### src/rtl/pbc_pkg.sv
// power button controller package: codes, configuration and state types
// shared by pbc_cfg, pbc_core and power_button_controller_top; no dependencies
package pbc_pkg;

  localparam int FuncW    = 3;
  localparam int CfgIdxW  = 3;
  localparam int CfgDataW = 16;
  localparam int TimeW    = 16;
  localparam int PollW    = 15;

  typedef enum logic [FuncW-1:0] {
    FUNC_TICK        = 3'd0,
    FUNC_EDGE        = 3'd1,
    FUNC_TURN_ON     = 3'd2,
    FUNC_DELAYED_OFF = 3'd3,
    FUNC_FORCE_OFF   = 3'd4
  } func_e;

  typedef enum logic [1:0] {
    DEV_OFF     = 2'd0,
    DEV_ON      = 2'd1,
    DEV_INIT    = 2'd2,
    DEV_DELAYED = 2'd3
  } dev_e;

  typedef enum logic [2:0] {
    ARM_OFF_VALID    = 3'd0,
    ARM_OFF_INVALID  = 3'd1,
    ARM_NA           = 3'd2,
    ARM_OFF_POSSIBLE = 3'd3,
    ARM_ON_POSSIBLE  = 3'd4
  } arm_e;

  typedef enum logic [CfgIdxW-1:0] {
    CFG_TURN_ON   = 3'd0,
    CFG_SHUTDOWN  = 3'd1,
    CFG_FORCE_OFF = 3'd2,
    CFG_POLL      = 3'd3,
    CFG_DEBOUNCE  = 3'd4
  } cfg_idx_e;

  typedef struct packed {
    logic [TimeW-1:0] turn_on_ms;
    logic [TimeW-1:0] shutdown_ms;
    logic [TimeW-1:0] force_off_ms;
    logic [PollW-1:0] poll_interval_ms;
    logic [TimeW-1:0] debounce_ms;
  } cfg_t;

  // controller state apart from the press and release counters
  typedef struct packed {
    arm_e             arm;
    dev_e             dev;
    logic [TimeW-1:0] off_cnt;
    logic [TimeW-1:0] next_query;
    logic             switch_idle;
    logic             warning;
    logic             power_on;
  } ctl_t;

  typedef struct packed {
    logic       power_enable;
    logic       red_led;
    logic [1:0] device_mode;
    logic [2:0] arm_mode;
    logic       shutdown_warning;
    logic       wake_pulse;
    logic       query_pulse;
    logic       device_active;
  } result_t;

  localparam logic [TimeW-1:0] TurnOnReset   = 16'd10;
  localparam logic [TimeW-1:0] ShutdownReset = 16'd2000;
  localparam logic [TimeW-1:0] ForceOffReset = 16'd3000;
  localparam logic [PollW-1:0] PollReset     = 15'd1000;
  localparam logic [TimeW-1:0] DebounceReset = 16'd200;

  localparam ctl_t CtlReset = '{
    arm:         ARM_ON_POSSIBLE,
    dev:         DEV_OFF,
    off_cnt:     '0,
    next_query:  ShutdownReset,
    switch_idle: 1'b1,
    warning:     1'b0,
    power_on:    1'b0
  };

endpackage

### src/rtl/pbc_cfg.sv
// power button controller configuration registers with write decode
// depends on pbc_pkg
module pbc_cfg (
  input  logic                         clk_i,
  input  logic                         rst_ni,
  input  logic                         cfg_valid_i,
  output logic                         cfg_ready_o,
  input  logic [pbc_pkg::CfgIdxW-1:0]  cfg_index_i,
  input  logic [pbc_pkg::CfgDataW-1:0] cfg_data_i,
  output pbc_pkg::cfg_t                cfg_o
);
  import pbc_pkg::*;

  cfg_t cfg_d, cfg_q;

  // registers are always writable
  assign cfg_ready_o = 1'b1;

  // write decode, indexes beyond the list are dropped
  always_comb begin
    cfg_d = cfg_q;
    if (cfg_valid_i) begin
      unique case (cfg_idx_e'(cfg_index_i))
        CFG_TURN_ON:   cfg_d.turn_on_ms       = cfg_data_i;
        CFG_SHUTDOWN:  cfg_d.shutdown_ms      = cfg_data_i;
        CFG_FORCE_OFF: cfg_d.force_off_ms     = cfg_data_i;
        CFG_POLL:      cfg_d.poll_interval_ms = cfg_data_i[PollW-1:0];
        CFG_DEBOUNCE:  cfg_d.debounce_ms      = cfg_data_i;
        default:       cfg_d = cfg_q;
      endcase
    end
  end

  always_ff @(posedge clk_i or negedge rst_ni) begin
    if (!rst_ni) begin
      cfg_q <= '{
        turn_on_ms:       TurnOnReset,
        shutdown_ms:      ShutdownReset,
        force_off_ms:     ForceOffReset,
        poll_interval_ms: PollReset,
        debounce_ms:      DebounceReset
      };
    end else begin
      cfg_q <= cfg_d;
    end
  end

  assign cfg_o = cfg_q;

endmodule

### src/rtl/pbc_core.sv
// power button controller step logic: next state and result for one item
// purely combinational; depends on pbc_pkg
module pbc_core #(
  parameter int COUNT_BITS = 16
) (
  input  pbc_pkg::cfg_t                cfg_i,
  input  pbc_pkg::ctl_t                ctl_i,
  input  logic [COUNT_BITS-1:0]        press_i,
  input  logic [COUNT_BITS-1:0]        release_i,
  input  logic [pbc_pkg::FuncW-1:0]    func_i,
  input  logic                         down_i,
  output pbc_pkg::ctl_t                ctl_o,
  output logic [COUNT_BITS-1:0]        press_o,
  output logic [COUNT_BITS-1:0]        release_o,
  output pbc_pkg::result_t             result_o
);
  import pbc_pkg::*;

  // compare width covers both the counters and the 16 bit times
  localparam int CW = (COUNT_BITS > TimeW) ? COUNT_BITS : TimeW;

  function automatic logic [COUNT_BITS-1:0] sat_inc(input logic [COUNT_BITS-1:0] v);
    return (&v) ? v : v + 1'b1;
  endfunction

  function automatic ctl_t power_off(input ctl_t s);
    ctl_t t;
    t = s;
    if (t.arm == ARM_OFF_INVALID) t.arm = ARM_OFF_VALID;
    t.power_on = 1'b0;
    t.dev      = DEV_OFF;
    t.warning  = 1'b0;
    t.off_cnt  = '0;
    return t;
  endfunction

  ctl_t                  c;
  logic [COUNT_BITS-1:0] p;
  logic [COUNT_BITS-1:0] r;
  logic                  wake;
  logic                  query;
  logic [TimeW:0]        nq_sum;

  always_comb begin
    c      = ctl_i;
    p      = press_i;
    r      = release_i;
    wake   = 1'b0;
    query  = 1'b0;
    nq_sum = '0;
    unique case (func_e'(func_i))
      FUNC_TICK: begin
        // press and release counters
        if (down_i) begin
          p = sat_inc(p);
          r = '0;
        end else begin
          r = sat_inc(r);
        end
        // press handling by arming state
        if (CW'(p) == CW'(cfg_i.turn_on_ms) && c.arm == ARM_ON_POSSIBLE) begin
          c.dev     = DEV_INIT;
          c.warning = 1'b0;
          p         = sat_inc(p);
        end else if (c.arm == ARM_OFF_POSSIBLE) begin
          if (CW'(p) == CW'(cfg_i.turn_on_ms)) begin
            wake = 1'b1;
            p    = sat_inc(p);
          end else if (CW'(p) > CW'(cfg_i.force_off_ms)) begin
            c.arm = ARM_OFF_INVALID;
            c     = power_off(c);
          end else if (CW'(p) > CW'(cfg_i.shutdown_ms)) begin
            c.warning = 1'b1;
            if (CW'(p) > CW'(c.next_query)) begin
              query        = 1'b1;
              nq_sum       = {1'b0, c.next_query} + (TimeW+1)'(cfg_i.poll_interval_ms);
              c.next_query = nq_sum[TimeW] ? '1 : nq_sum[TimeW-1:0];
            end
          end else begin
            c.next_query = cfg_i.shutdown_ms;
          end
        end
        // debounced release re-arms
        if (CW'(r) > CW'(cfg_i.debounce_ms)) begin
          p = '0;
          if (c.dev == DEV_ON) c.arm = ARM_OFF_POSSIBLE;
          else if (c.dev == DEV_OFF) c.arm = ARM_ON_POSSIBLE;
          c.switch_idle = 1'b1;
        end else begin
          c.switch_idle = 1'b0;
        end
        // delayed off countdown
        if (c.off_cnt != '0) begin
          c.off_cnt = c.off_cnt - 1'b1;
          c.warning = 1'b1;
          if (c.off_cnt == TimeW'(cfg_i.poll_interval_ms)) query = 1'b1;
          else if (c.off_cnt == '0) c = power_off(c);
        end
      end
      FUNC_EDGE: begin
        c.switch_idle = 1'b0;
        if (down_i) p = '0;
        else r = '0;
      end
      FUNC_TURN_ON: begin
        c.off_cnt  = '0;
        c.warning  = 1'b0;
        c.power_on = 1'b1;
        c.dev      = DEV_ON;
        c.arm      = ARM_NA;
      end
      FUNC_DELAYED_OFF: begin
        if (c.dev != DEV_DELAYED && c.dev != DEV_OFF) begin
          c.dev     = DEV_DELAYED;
          query     = 1'b1;
          c.off_cnt = {cfg_i.poll_interval_ms, 1'b0};
          c.warning = 1'b1;
        end
      end
      FUNC_FORCE_OFF: begin
        c = power_off(c);
      end
      default: begin
        c = ctl_i;
      end
    endcase
  end

  assign ctl_o     = c;
  assign press_o   = p;
  assign release_o = r;

  // result fields sampled after the step
  always_comb begin
    result_o.power_enable     = c.power_on;
    result_o.red_led          = ~c.power_on;
    result_o.device_mode      = c.dev;
    result_o.arm_mode         = c.arm;
    result_o.shutdown_warning = c.warning;
    result_o.wake_pulse       = wake;
    result_o.query_pulse      = query;
    result_o.device_active    = ~(c.switch_idle && c.dev == DEV_OFF);
  end

endmodule

### src/rtl/power_button_controller_top.sv
// power button controller top level: input register, state, result register
// depends on pbc_pkg, pbc_cfg and pbc_core
//
// Usage: each input transfer carries one millisecond tick (with the sampled
// button level) or one event: button edge, turn on, delayed off, force off.
// Every input transfer gives exactly one result transfer with the power
// enable, red lamp, device and arming modes, warning level and the wake and
// query pulses. Configuration registers are written over the cfg channel
// (index 0 turn-on time, 1 shutdown time, 2 force-off time, 3 poll interval,
// 4 debounce time) while no item is in flight; cfg_ready_o is always high.
// Path: each item waits in the input register, then the step logic writes its
// result into the result register, from which its result transfer is made.
// Throughput: one item per cycle while out_ready_i stays high; the step logic
// updates all state combinationally, so the next item uses it directly.
// Reset: registers take their default times, counters clear, the device is
// off and armed for power up; both pipeline registers empty.
// Stall: while out_ready_i is low the result holds, the input register keeps
// one more item, and in_ready_o drops once both are full.
module power_button_controller_top #(
  parameter int COUNT_BITS = 16
) (
  input  logic                         clk_i,
  input  logic                         rst_ni,
  input  logic                         cfg_valid_i,
  output logic                         cfg_ready_o,
  input  logic [pbc_pkg::CfgIdxW-1:0]  cfg_index_i,
  input  logic [pbc_pkg::CfgDataW-1:0] cfg_data_i,
  input  logic                         in_valid_i,
  output logic                         in_ready_o,
  input  logic [pbc_pkg::FuncW-1:0]    func_i,
  input  logic                         button_down_i,
  output logic                         out_valid_o,
  input  logic                         out_ready_i,
  output logic                         power_enable_o,
  output logic                         red_led_o,
  output logic [1:0]                   device_mode_o,
  output logic [2:0]                   arm_mode_o,
  output logic                         shutdown_warning_o,
  output logic                         wake_pulse_o,
  output logic                         query_pulse_o,
  output logic                         device_active_o
);
  import pbc_pkg::*;

  cfg_t                  cfg;
  logic                  s1_valid_q, s1_valid_d;
  logic [FuncW-1:0]      s1_func_q;
  logic                  s1_down_q;
  logic                  advance;
  logic                  out_valid_q, out_valid_d;
  result_t               result_q, result_d;
  ctl_t                  ctl_q, ctl_d;
  logic [COUNT_BITS-1:0] press_q, press_d;
  logic [COUNT_BITS-1:0] release_q, release_d;

  // configuration registers
  pbc_cfg u_cfg (
    .clk_i       (clk_i),
    .rst_ni      (rst_ni),
    .cfg_valid_i (cfg_valid_i),
    .cfg_ready_o (cfg_ready_o),
    .cfg_index_i (cfg_index_i),
    .cfg_data_i  (cfg_data_i),
    .cfg_o       (cfg)
  );

  // step logic
  pbc_core #(
    .COUNT_BITS (COUNT_BITS)
  ) u_core (
    .cfg_i     (cfg),
    .ctl_i     (ctl_q),
    .press_i   (press_q),
    .release_i (release_q),
    .func_i    (s1_func_q),
    .down_i    (s1_down_q),
    .ctl_o     (ctl_d),
    .press_o   (press_d),
    .release_o (release_d),
    .result_o  (result_d)
  );

  // pipeline flow control
  assign advance     = s1_valid_q && (!out_valid_q || out_ready_i);
  assign in_ready_o  = !s1_valid_q || advance;
  assign s1_valid_d  = (in_valid_i && in_ready_o) || (s1_valid_q && !advance);
  assign out_valid_d = advance || (out_valid_q && !out_ready_i);

  always_ff @(posedge clk_i or negedge rst_ni) begin
    if (!rst_ni) begin
      s1_valid_q  <= 1'b0;
      out_valid_q <= 1'b0;
      ctl_q       <= CtlReset;
      press_q     <= '0;
      release_q   <= '0;
    end else begin
      s1_valid_q  <= s1_valid_d;
      out_valid_q <= out_valid_d;
      if (advance) begin
        ctl_q     <= ctl_d;
        press_q   <= press_d;
        release_q <= release_d;
      end
    end
  end

  // payload registers
  always_ff @(posedge clk_i) begin
    if (in_valid_i && in_ready_o) begin
      s1_func_q <= func_i;
      s1_down_q <= button_down_i;
    end
    if (advance) begin
      result_q <= result_d;
    end
  end

  assign out_valid_o        = out_valid_q;
  assign power_enable_o     = result_q.power_enable;
  assign red_led_o          = result_q.red_led;
  assign device_mode_o      = result_q.device_mode;
  assign arm_mode_o         = result_q.arm_mode;
  assign shutdown_warning_o = result_q.shutdown_warning;
  assign wake_pulse_o       = result_q.wake_pulse;
  assign query_pulse_o      = result_q.query_pulse;
  assign device_active_o    = result_q.device_active;

`ifndef SYNTHESIS
  // an empty output register never blocks the input side
  a_ready_when_empty: assert property (@(posedge clk_i) disable iff (!rst_ni)
    !out_valid_q |-> in_ready_o)
    else $error("input stalled with empty output register");

  // a stalled result keeps the waiting item in the input register
  a_no_drop: assert property (@(posedge clk_i) disable iff (!rst_ni)
    s1_valid_q && out_valid_q && !out_ready_i |=> s1_valid_q)
    else $error("waiting item lost during output stall");

  // power is never on while the device is off
  a_power_mode: assert property (@(posedge clk_i) disable iff (!rst_ni)
    ctl_q.power_on |-> ctl_q.dev != DEV_OFF)
    else $error("power enabled with device off");
`endif

endmodule

### config.mk
export PLATFORM = sky130hd
export DESIGN_NAME = power_button_controller_top
export DESIGN_NICKNAME = d
export VERILOG_FILES = /design/src/rtl/pbc_pkg.sv /design/src/rtl/pbc_cfg.sv /design/src/rtl/pbc_core.sv /design/src/rtl/power_button_controller_top.sv
export SDC_FILE = /design/constraint.sdc
export NUM_CORES = 1
export LEC_CHECK = 0
export ABC_AREA = 1
export BUFFER_PORTS_ARGS = -buffer_cell sky130_fd_sc_hd__clkbuf_2
export CAP_MARGIN = 20
export CORE_MARGIN = 2
export CORE_UTILIZATION = 30
export CTS_BUF_LIST = sky130_fd_sc_hd__clkbuf_16
export CTS_CLUSTER_SIZE = 20
export DETAILED_ROUTE_END_ITERATION = 10
export GPL_ROUTABILITY_DRIVEN = 0
export PLACE_DENSITY = 0.42
export SYNTH_ARGS = -nofsm -noshare
export SYNTH_HDL_FRONTEND = slang
export SYNTH_SLANG_ARGS = --single-unit
export TNS_END_PERCENT = 100
### constraint.sdc
create_clock -name clk_i -period 14.8 [get_ports clk_i]
set_input_delay 0.74 -clock clk_i [delete_from_list [all_inputs] [get_ports clk_i]]
set_output_delay 0.74 -clock clk_i [all_outputs]
set_load 0.01 [all_outputs]
==> metrics.md, run 1 <==
| Metric | Value |
|---|---|
| Outcome | finished, final reports clean |
| Setup TNS | 0 ns |
| Lkg Pwr | 0.006473 uW |
| Routed via count | 11.22k |
| Hold WC Path Type | in -> async |
| Final Setup Violations | 0 |
| Post-Route WL | 39090 um |
| Reg-to-Reg Start | s1_down_q$_DFFE_PP_ |
| # resized after CTS | 0 |
| Measured slew at the worst slew-check pin | 1.003 ns |
| Hold buffer count at CTS | 0 |
| WL/cell | 17.16 um |
| Starting Density | 0.3021 |
| CP Launch Type | flip-flop |
| First-pass DRT Iterations | 5 |
| Total Power | 1933 uW |
| RSZ-0062 raised after global routing | no |
| Worst slew margin | 0.3298 |
| CTS Buf Count | 17 |
| Max incr delay on CP | 0.98 ns |
| R2R cell count | 30 |
| Overall Global Routing Usage | 0.1910 |
| Die width | 206.3 um |
| Gr ovfl total | 0 |
| Max VDD drop | 0.00007905 V |
| Via-per-instance ratio | 4.924 |
| Worst Setup Path Type | reg -> reg |
| P_int | 1086 uW |
| Reg2reg setup slack | 8.44 ns |
| Yosys warnings | 0 |
| Synth Flop Type | dfrtp_1 |
| Period utilization | 0.4297 |
| Final Cell Area | 0.01365 mm2 |
| Element type at the critical path end | flip-flop |
| Switching Share | 0.4379 |
| Hold Fails Final Rpt | 0 |
| Synthesized Nets | 1814 |
| Die height | 206.3 um |
| Global-route wire length before repair | 61920 um |
| PortBufs | 40 |
| Req. time, crit path | 15.02 ns |
| Mapped Cells | 1699 |
| Multi-input gate area | 0.006738 mm2 |
| Max-cap viol count | 0 |
| NetSw | 846.4 uW |
| Setup Buffers After CTS | 0 |
| CP arrival | 6.58 ns |
| Power Density | 141.6 mW/mm2 |
| TritonCTS clock tree | built |
| Max Root-Sink Buffers | 2 |
| Clk_lat worst skew | 0.47 ns |
| Most frequent cells in the layout | 393 x nand2_1, 255 x inv_1, 143 x o21ai_0 |
| Avg Inst Size Synth | 7.227 um2 |
| Clock share of power | 0.242 |
| Proportion of layout cells with a drive suffix above 1 | 0.1140 |
| Fill cells | 4367 |
| IO Count | 42 |
| Clock slew at reported path FFs | 0.08 ns |
| CTS sink cnt | 168 |
| CP dominant cell by count | nand2_1 |
| Vias in the first global route | 10.88k |
| Seq. cell area | 0.004319 mm2 |
| Cell variety after synth | 62 |
| Placed cell area | 0.01305 mm2 |
| Number of core rows | 74 |
| Initial antenna violation count | 1 |
| Number of flops mapped to enable cells by yosys | 15 |
| Sequential group share of total power | 0.354 |
| Most common cell after layout, fill and taps aside | nand2_1 |
| Post-synth design cell area | 0.01228 mm2 |
| Iteration-0 DRC count of the detailed router | 599 |
| Sequential fraction of the synthesis area | 0.3517 |
| Final Max Slew Viols | 0 |
| Worst reg2reg endpoint | device_active_o$_DFFE_PP_ |
| Largest net degree at the start of global routing | 88 |
| Crit path max fanout | 42 |
| Core Box Area | 0.04065 mm2 |
| Detailed placement HPWL | 30100 um |
| CTS HTree Levels | 4 |
| Residual DRC count | 0 |
| Yosys reg bits | 168 |
| FMAX | 0.1572 GHz |
| Root buffer cell | clkbuf_16 |
| DIE AREA | 0.04257 mm2 |
| Critical Path Slowest Stage Cell | edfxtp_1 |
| Routed Antenna Nets | 0 |
| Min Tclk post-route | 6.359 ns |
| Final #Nets | 1847 |
| Clock Skews | 0.01634 ns |
| Comb pwr share | 0.403 |
| Area delta synth->final | 11.13% |
| Share of synthesized registers carrying an async set or reset | 0.9107 |
-- layer usage --
layer	up-vias	wire, um	track usage
li1	5694	-	-
met1	5292	20030	0.2777
met2	200	17080	0.2969
met3	30	1384	0.02239
met4	0	590	0.05408
met5	-	0	0
-- worst max path at each step --
stage / from / slack (ns) / cells past startpoint / endpoint
after floorplan: press_q[0]$_DFFE_PN0P_ / 9.89 / 35 / device_active_o$_DFFE_PP_
after global placement: s1_down_q$_DFFE_PP_ / 8.57 / 30 / power_enable_o$_DFFE_PP_
after detailed placement: s1_down_q$_DFFE_PP_ / 8.48 / 30 / device_active_o$_DFFE_PP_
after CTS: s1_down_q$_DFFE_PP_ / 8.47 / 30 / device_active_o$_DFFE_PP_
after global routing: s1_down_q$_DFFE_PP_ / 7.85 / 30 / device_active_o$_DFFE_PP_
final: s1_down_q$_DFFE_PP_ / 8.44 / 30 / device_active_o$_DFFE_PP_
-- synth_stat cells (all sizes together), types with 7 or more instances --
cell     number  area (um2)
nand3       126       695.7
buf          11       95.09
o41ai         8       77.58
nand4        22       143.9
dfstp        32       840.8
dfrtp       121        3028
a21oi        79       395.4
a2bb2oi      11       96.34
clkinv        7       27.52
xor2         23       201.4
nand2       420        1668
inv         264       990.9
nand3b       18       135.1
nor2        156       638.1
ha           86        1076
edfxtp       15       450.4
clkbuf       29       108.9
o22ai        18       112.6
nor3         28       150.1
o21ai       157       812.0
o31ai        17       132.6
-- kinds of logic (layout without fill, tap and decap cells) --
logic type	Yosys count	in the layout	synth area share
AND/OR/NAND/NOR	781	781	0.2854
AO/OA/AOI/OAI	324	324	0.1545
buffers and inverters	311	357	0.09955
flip-flops	168	168	0.3517
adder cells (fa/ha/maj)	87	87	0.08926
XOR/XNOR	27	27	0.01926
other	1	2	0.0003054
-- flip-flops by register name, summed over array words and instances, names as in the netlist, 2 cells and up --
register	count
device_mode_o	2
press_q	16
u_cfg.cfg_o	79
arm_mode_o	3
s1_func_q	3
ctl_q	40
release_q	16
-- worst max-delay path, delay by kind of cell (launching register included) --
family,cells,cell delay (ns)
buffers and inverters,4,0.80
and+or+nand+nor,23,3.47
adders and majority gates,2,0.66
DFF,1,0.98
AOI/OAI and AO/OA,1,0.16
-- per-stage QoR --
stage	hold slack (ns)	setup WS (ns)	std cells	util
floorplan	0.4417	9.891	1699	-
global placement	0.4579	8.570	2244	0.3209
detailed placement	0.4719	8.478	2244	0.3209
CTS	0.3984	8.471	2276	0.3353
global route	0.4033	7.851	2277	0.3357
finish	0.3190	8.441	2278	0.3357
-- area by class of cell --
| cell class | instances | share of cell area |
|---|---|---|
| antenna | 1 | 0.0001834 |
| multi-input combinational | 1220 | 0.4938 |
| inverter | 271 | 0.07464 |
| clock buffer | 17 | 0.03118 |
| timing repair buffer | 54 | 0.02338 |
| sequential | 168 | 0.3165 |
| tap | 532 | 0.04878 |
| clock inverter | 15 | 0.01155 |
-- power groups by stage --
stage	logic (uW)	registers (uW)	clock network, uW
after floorplan	583	649	0
after global placement	779	693	0
after detailed placement	785	692	0
after CTS	789	684	482
after global routing	906	701	498
final	780	685	468
(Power assumes the default switching activity.)
==> run 2, diff against run 1 <==
==> constraint.sdc (replaced) <==
create_clock -name clk_i -period 5.9 [get_ports clk_i]
set_input_delay 0.295 -clock clk_i [delete_from_list [all_inputs] [get_ports clk_i]]
set_output_delay 0.295 -clock clk_i [all_outputs]
set_load 0.01 [all_outputs]
==> metrics.md, run 2 (same netlist as run 1, synthesis figures left out) <==
| Metric | Value |
|---|---|
| Outcome | finished, final reports clean |
| Hold WC Path Type | in -> reg |
| Initial antenna violation count | 0 (-1) |
| Worst slew margin | 0.3733 (+0.04346) |
| TritonCTS clock tree | built |
| Final Setup Violations | 0 (unchanged) |
| NetSw | 2079 uW (+150%) |
| Sequential group share of total power | 0.360 (+0.006) |
| First-pass DRT Iterations | 5 (unchanged) |
| Power Density | 348.5 mW/mm2 (+150%) |
| Root buffer cell | clkbuf_16 |
| Measured slew at the worst slew-check pin | 0.9401 ns (-0.06276 ns) |
| Vias in the first global route | 10.84k (-0.34%) |
| Detailed placement HPWL | 30340 um (+0.82%) |
| Hold depth | 1 |
| WL/cell | 17.22 um (+0.33%) |
| IO Count | 42 (unchanged) |
| Fill cells | 4366 (-0.023%) |
| Worst Hold End | s1_down_q$_DFFE_PP_ |
| Number of core rows | 74 (unchanged) |
| Placed cell count | 2253 (+0.40%) |
| Clk_lat worst skew | 0.45 ns (-0.02 ns) |
| PortBufs | 40 (unchanged) |
| Req. time, crit path | 6.10 ns (-8.92 ns) |
| CP arrival | 5.51 ns (-1.07 ns) |
| CP dominant cell by count | nand2_1 |
| Reg-to-Reg Start | press_q[0]$_DFFE_PN0P_ |
| Final Max Slew Viols | 0 (unchanged) |
| Via-per-instance ratio | 4.892 (-0.64%) |
| Area delta synth->final | 11.92% |
| Final #Nets | 1861 (+0.76%) |
| Comb pwr share | 0.418 (+0.015) |
| Gr ovfl total | 0 (unchanged) |
| Die width | 206.3 um (unchanged) |
| FMAX | 0.1886 GHz (+20%) |
| Worst Setup Path Type | reg -> reg |
| Post-Route WL | 39460 um (+0.95%) |
| Core Box Area | 0.04065 mm2 (unchanged) |
| Starting Density | 0.3021 (unchanged) |
| Clock Skews | 0.01115 ns (-0.005186 ns) |
| Min Tclk post-route | 5.302 ns (-1.057 ns) |
| P_int | 2710 uW (+150%) |
| Max-cap viol count | 0 (unchanged) |
| Residual DRC count | 0 (unchanged) |
| Die height | 206.3 um (unchanged) |
| Clock share of power | 0.222 (-0.020) |
| Element type at the critical path end | flip-flop |
| Routed Antenna Nets | 0 (unchanged) |
| Worst Hold Launch | button_down_i |
| Lkg Pwr | 0.006539 uW (+1.0%) |
| Placed cell area | 0.01312 mm2 (+0.60%) |
| Critical Path Slowest Stage Cell | dfrtp_1 |
| Max incr delay on CP | 0.44 ns (-0.54 ns) |
| CTS Buf Count | 17 (unchanged) |
| Max Root-Sink Buffers | 2 (unchanged) |
| Crit path max fanout | 40 (-4.8%) |
| CP Launch Type | flip-flop |
| Period utilization | 0.8987 (+0.4690) |
| CTS HTree Levels | 4 (unchanged) |
| Most frequent cells in the layout | 393 x nand2_1, 260 x inv_1, 142 x o21ai_0 |
| Global-route wire length before repair | 62290 um (+0.60%) |
| Clock slew at reported path FFs | 0.07 ns (about the same) |
| Reg2reg setup slack | 0.60 ns (-7.84 ns) |
| CTS sink cnt | 168 (unchanged) |
| Routed via count | 11.21k (-0.027%) |
| Overall Global Routing Usage | 0.1934 (+0.002394) |
| Final Cell Area | 0.01374 mm2 (+0.72%) |
| Hold Fails Final Rpt | 0 (unchanged) |
| Total Power | 4789 uW (+150%) |
| Worst reg2reg endpoint | device_active_o$_DFFE_PP_ |
| Max VDD drop | 0.0001784 V (+130%) |
| DIE AREA | 0.04257 mm2 (unchanged) |
| Layout Cells excl Fill | 2292 (+0.61%) |
| R2R cell count | 31 (+3.3%) |
| Number of flip-flops in the largest register | 79 (unchanged) |
| Largest net degree at the start of global routing | 65 (-26%) |
| Switching Share | 0.4341 (-0.003787) |
| Proportion of layout cells with a drive suffix above 1 | 0.1177 (+0.003640) |
| Setup TNS | 0 ns (unchanged) |
| Most common cell after layout, fill and taps aside | nand2_1 |
| Iteration-0 DRC count of the detailed router | 641 (+7.0%) |
| RSZ-0062 raised after global routing | no |
[run 2: worst max-delay path by stage]
stage	start	to	slack (ns)	cells past startpoint
finish	press_q[0]$_DFFE_PN0P_	device_active_o$_DFFE_PP_	0.60	31
global route	press_q[0]$_DFFE_PN0P_	device_active_o$_DFFE_PP_	0.001	32
CTS	press_q[0]$_DFFE_PN0P_	device_active_o$_DFFE_PP_	0.34	31
detailed placement	press_q[0]$_DFFE_PN0P_	device_active_o$_DFFE_PP_	0.38	31
global placement	press_q[0]$_DFFE_PN0P_	device_active_o$_DFFE_PP_	0.43	31
floorplan	press_q[0]$_DFFE_PN0P_	device_active_o$_DFFE_PP_	0.99	35
[run 2: power by group through the flow]
stage | logic, uW | clock network [uW] | registers, uW
finish | 2000 | 1070 | 1720
detailed placement | 1990 | 0 | 1740
global route | 2310 | 1170 | 1760
CTS | 2000 | 1110 | 1720
global placement | 1980 | 0 | 1740
floorplan | 1460 | 0 | 1630
[run 2: critical path, delay by kind of cell (launching register included)]
kind | cells | cell delay (ns)
simple gates | 23 | 3.16
compound gates | 2 | 0.30
buf+inv | 4 | 0.56
fa+ha+maj | 2 | 0.58
flops | 1 | 0.44
[run 2: repair_timing]
action,CTS,global route
gates resized for setup,0,7
hold buffers,3,1
endpoints found under the hold margin,55,1
endpoints found under the setup margin,0,13
setup buffers,0,0
[run 2: through the flow]
step / setup slack (ns) / hold WS (ns) / util
floorplan: 0.9906 / -0.0005911 / -
global placement: 0.4257 / 0.3522 / 0.3225
detailed placement: 0.3789 / 0.3629 / 0.3229
CTS: 0.3409 / 0.005923 / 0.3365
global route: 0.001050 / 0.0009873 / 0.3381
finish: 0.5975 / 0.03359 / 0.3381
[run 2: layout make-up]
| type | instances | area, um2 | area share |
|---|---|---|---|
| flip-flops and latches | 168 | 4319 | 0.3143 |
| well taps | 532 | 665.6 | 0.04843 |
| multi-input cells | 1220 | 6766 | 0.4924 |
| inverters | 271 | 1018 | 0.07411 |
| diodes | 1 | 2.502 | 0.0001821 |
| clock inverters | 15 | 100.1 | 0.007283 |
| clock buffers | 17 | 425.4 | 0.03095 |
| repair buffers | 68 | 445.4 | 0.03241 |
[run 2: metal layers]
layer / track usage / share of wire / vias to the layer above
met5: 0 / 0 / -
met4: 0.04490 / 0.014 / 0
met3: 0.03327 / 0.039 / 39
met2: 0.3030 / 0.44 / 225
met1: 0.2764 / 0.50 / 5244
li1: - / - / 5705
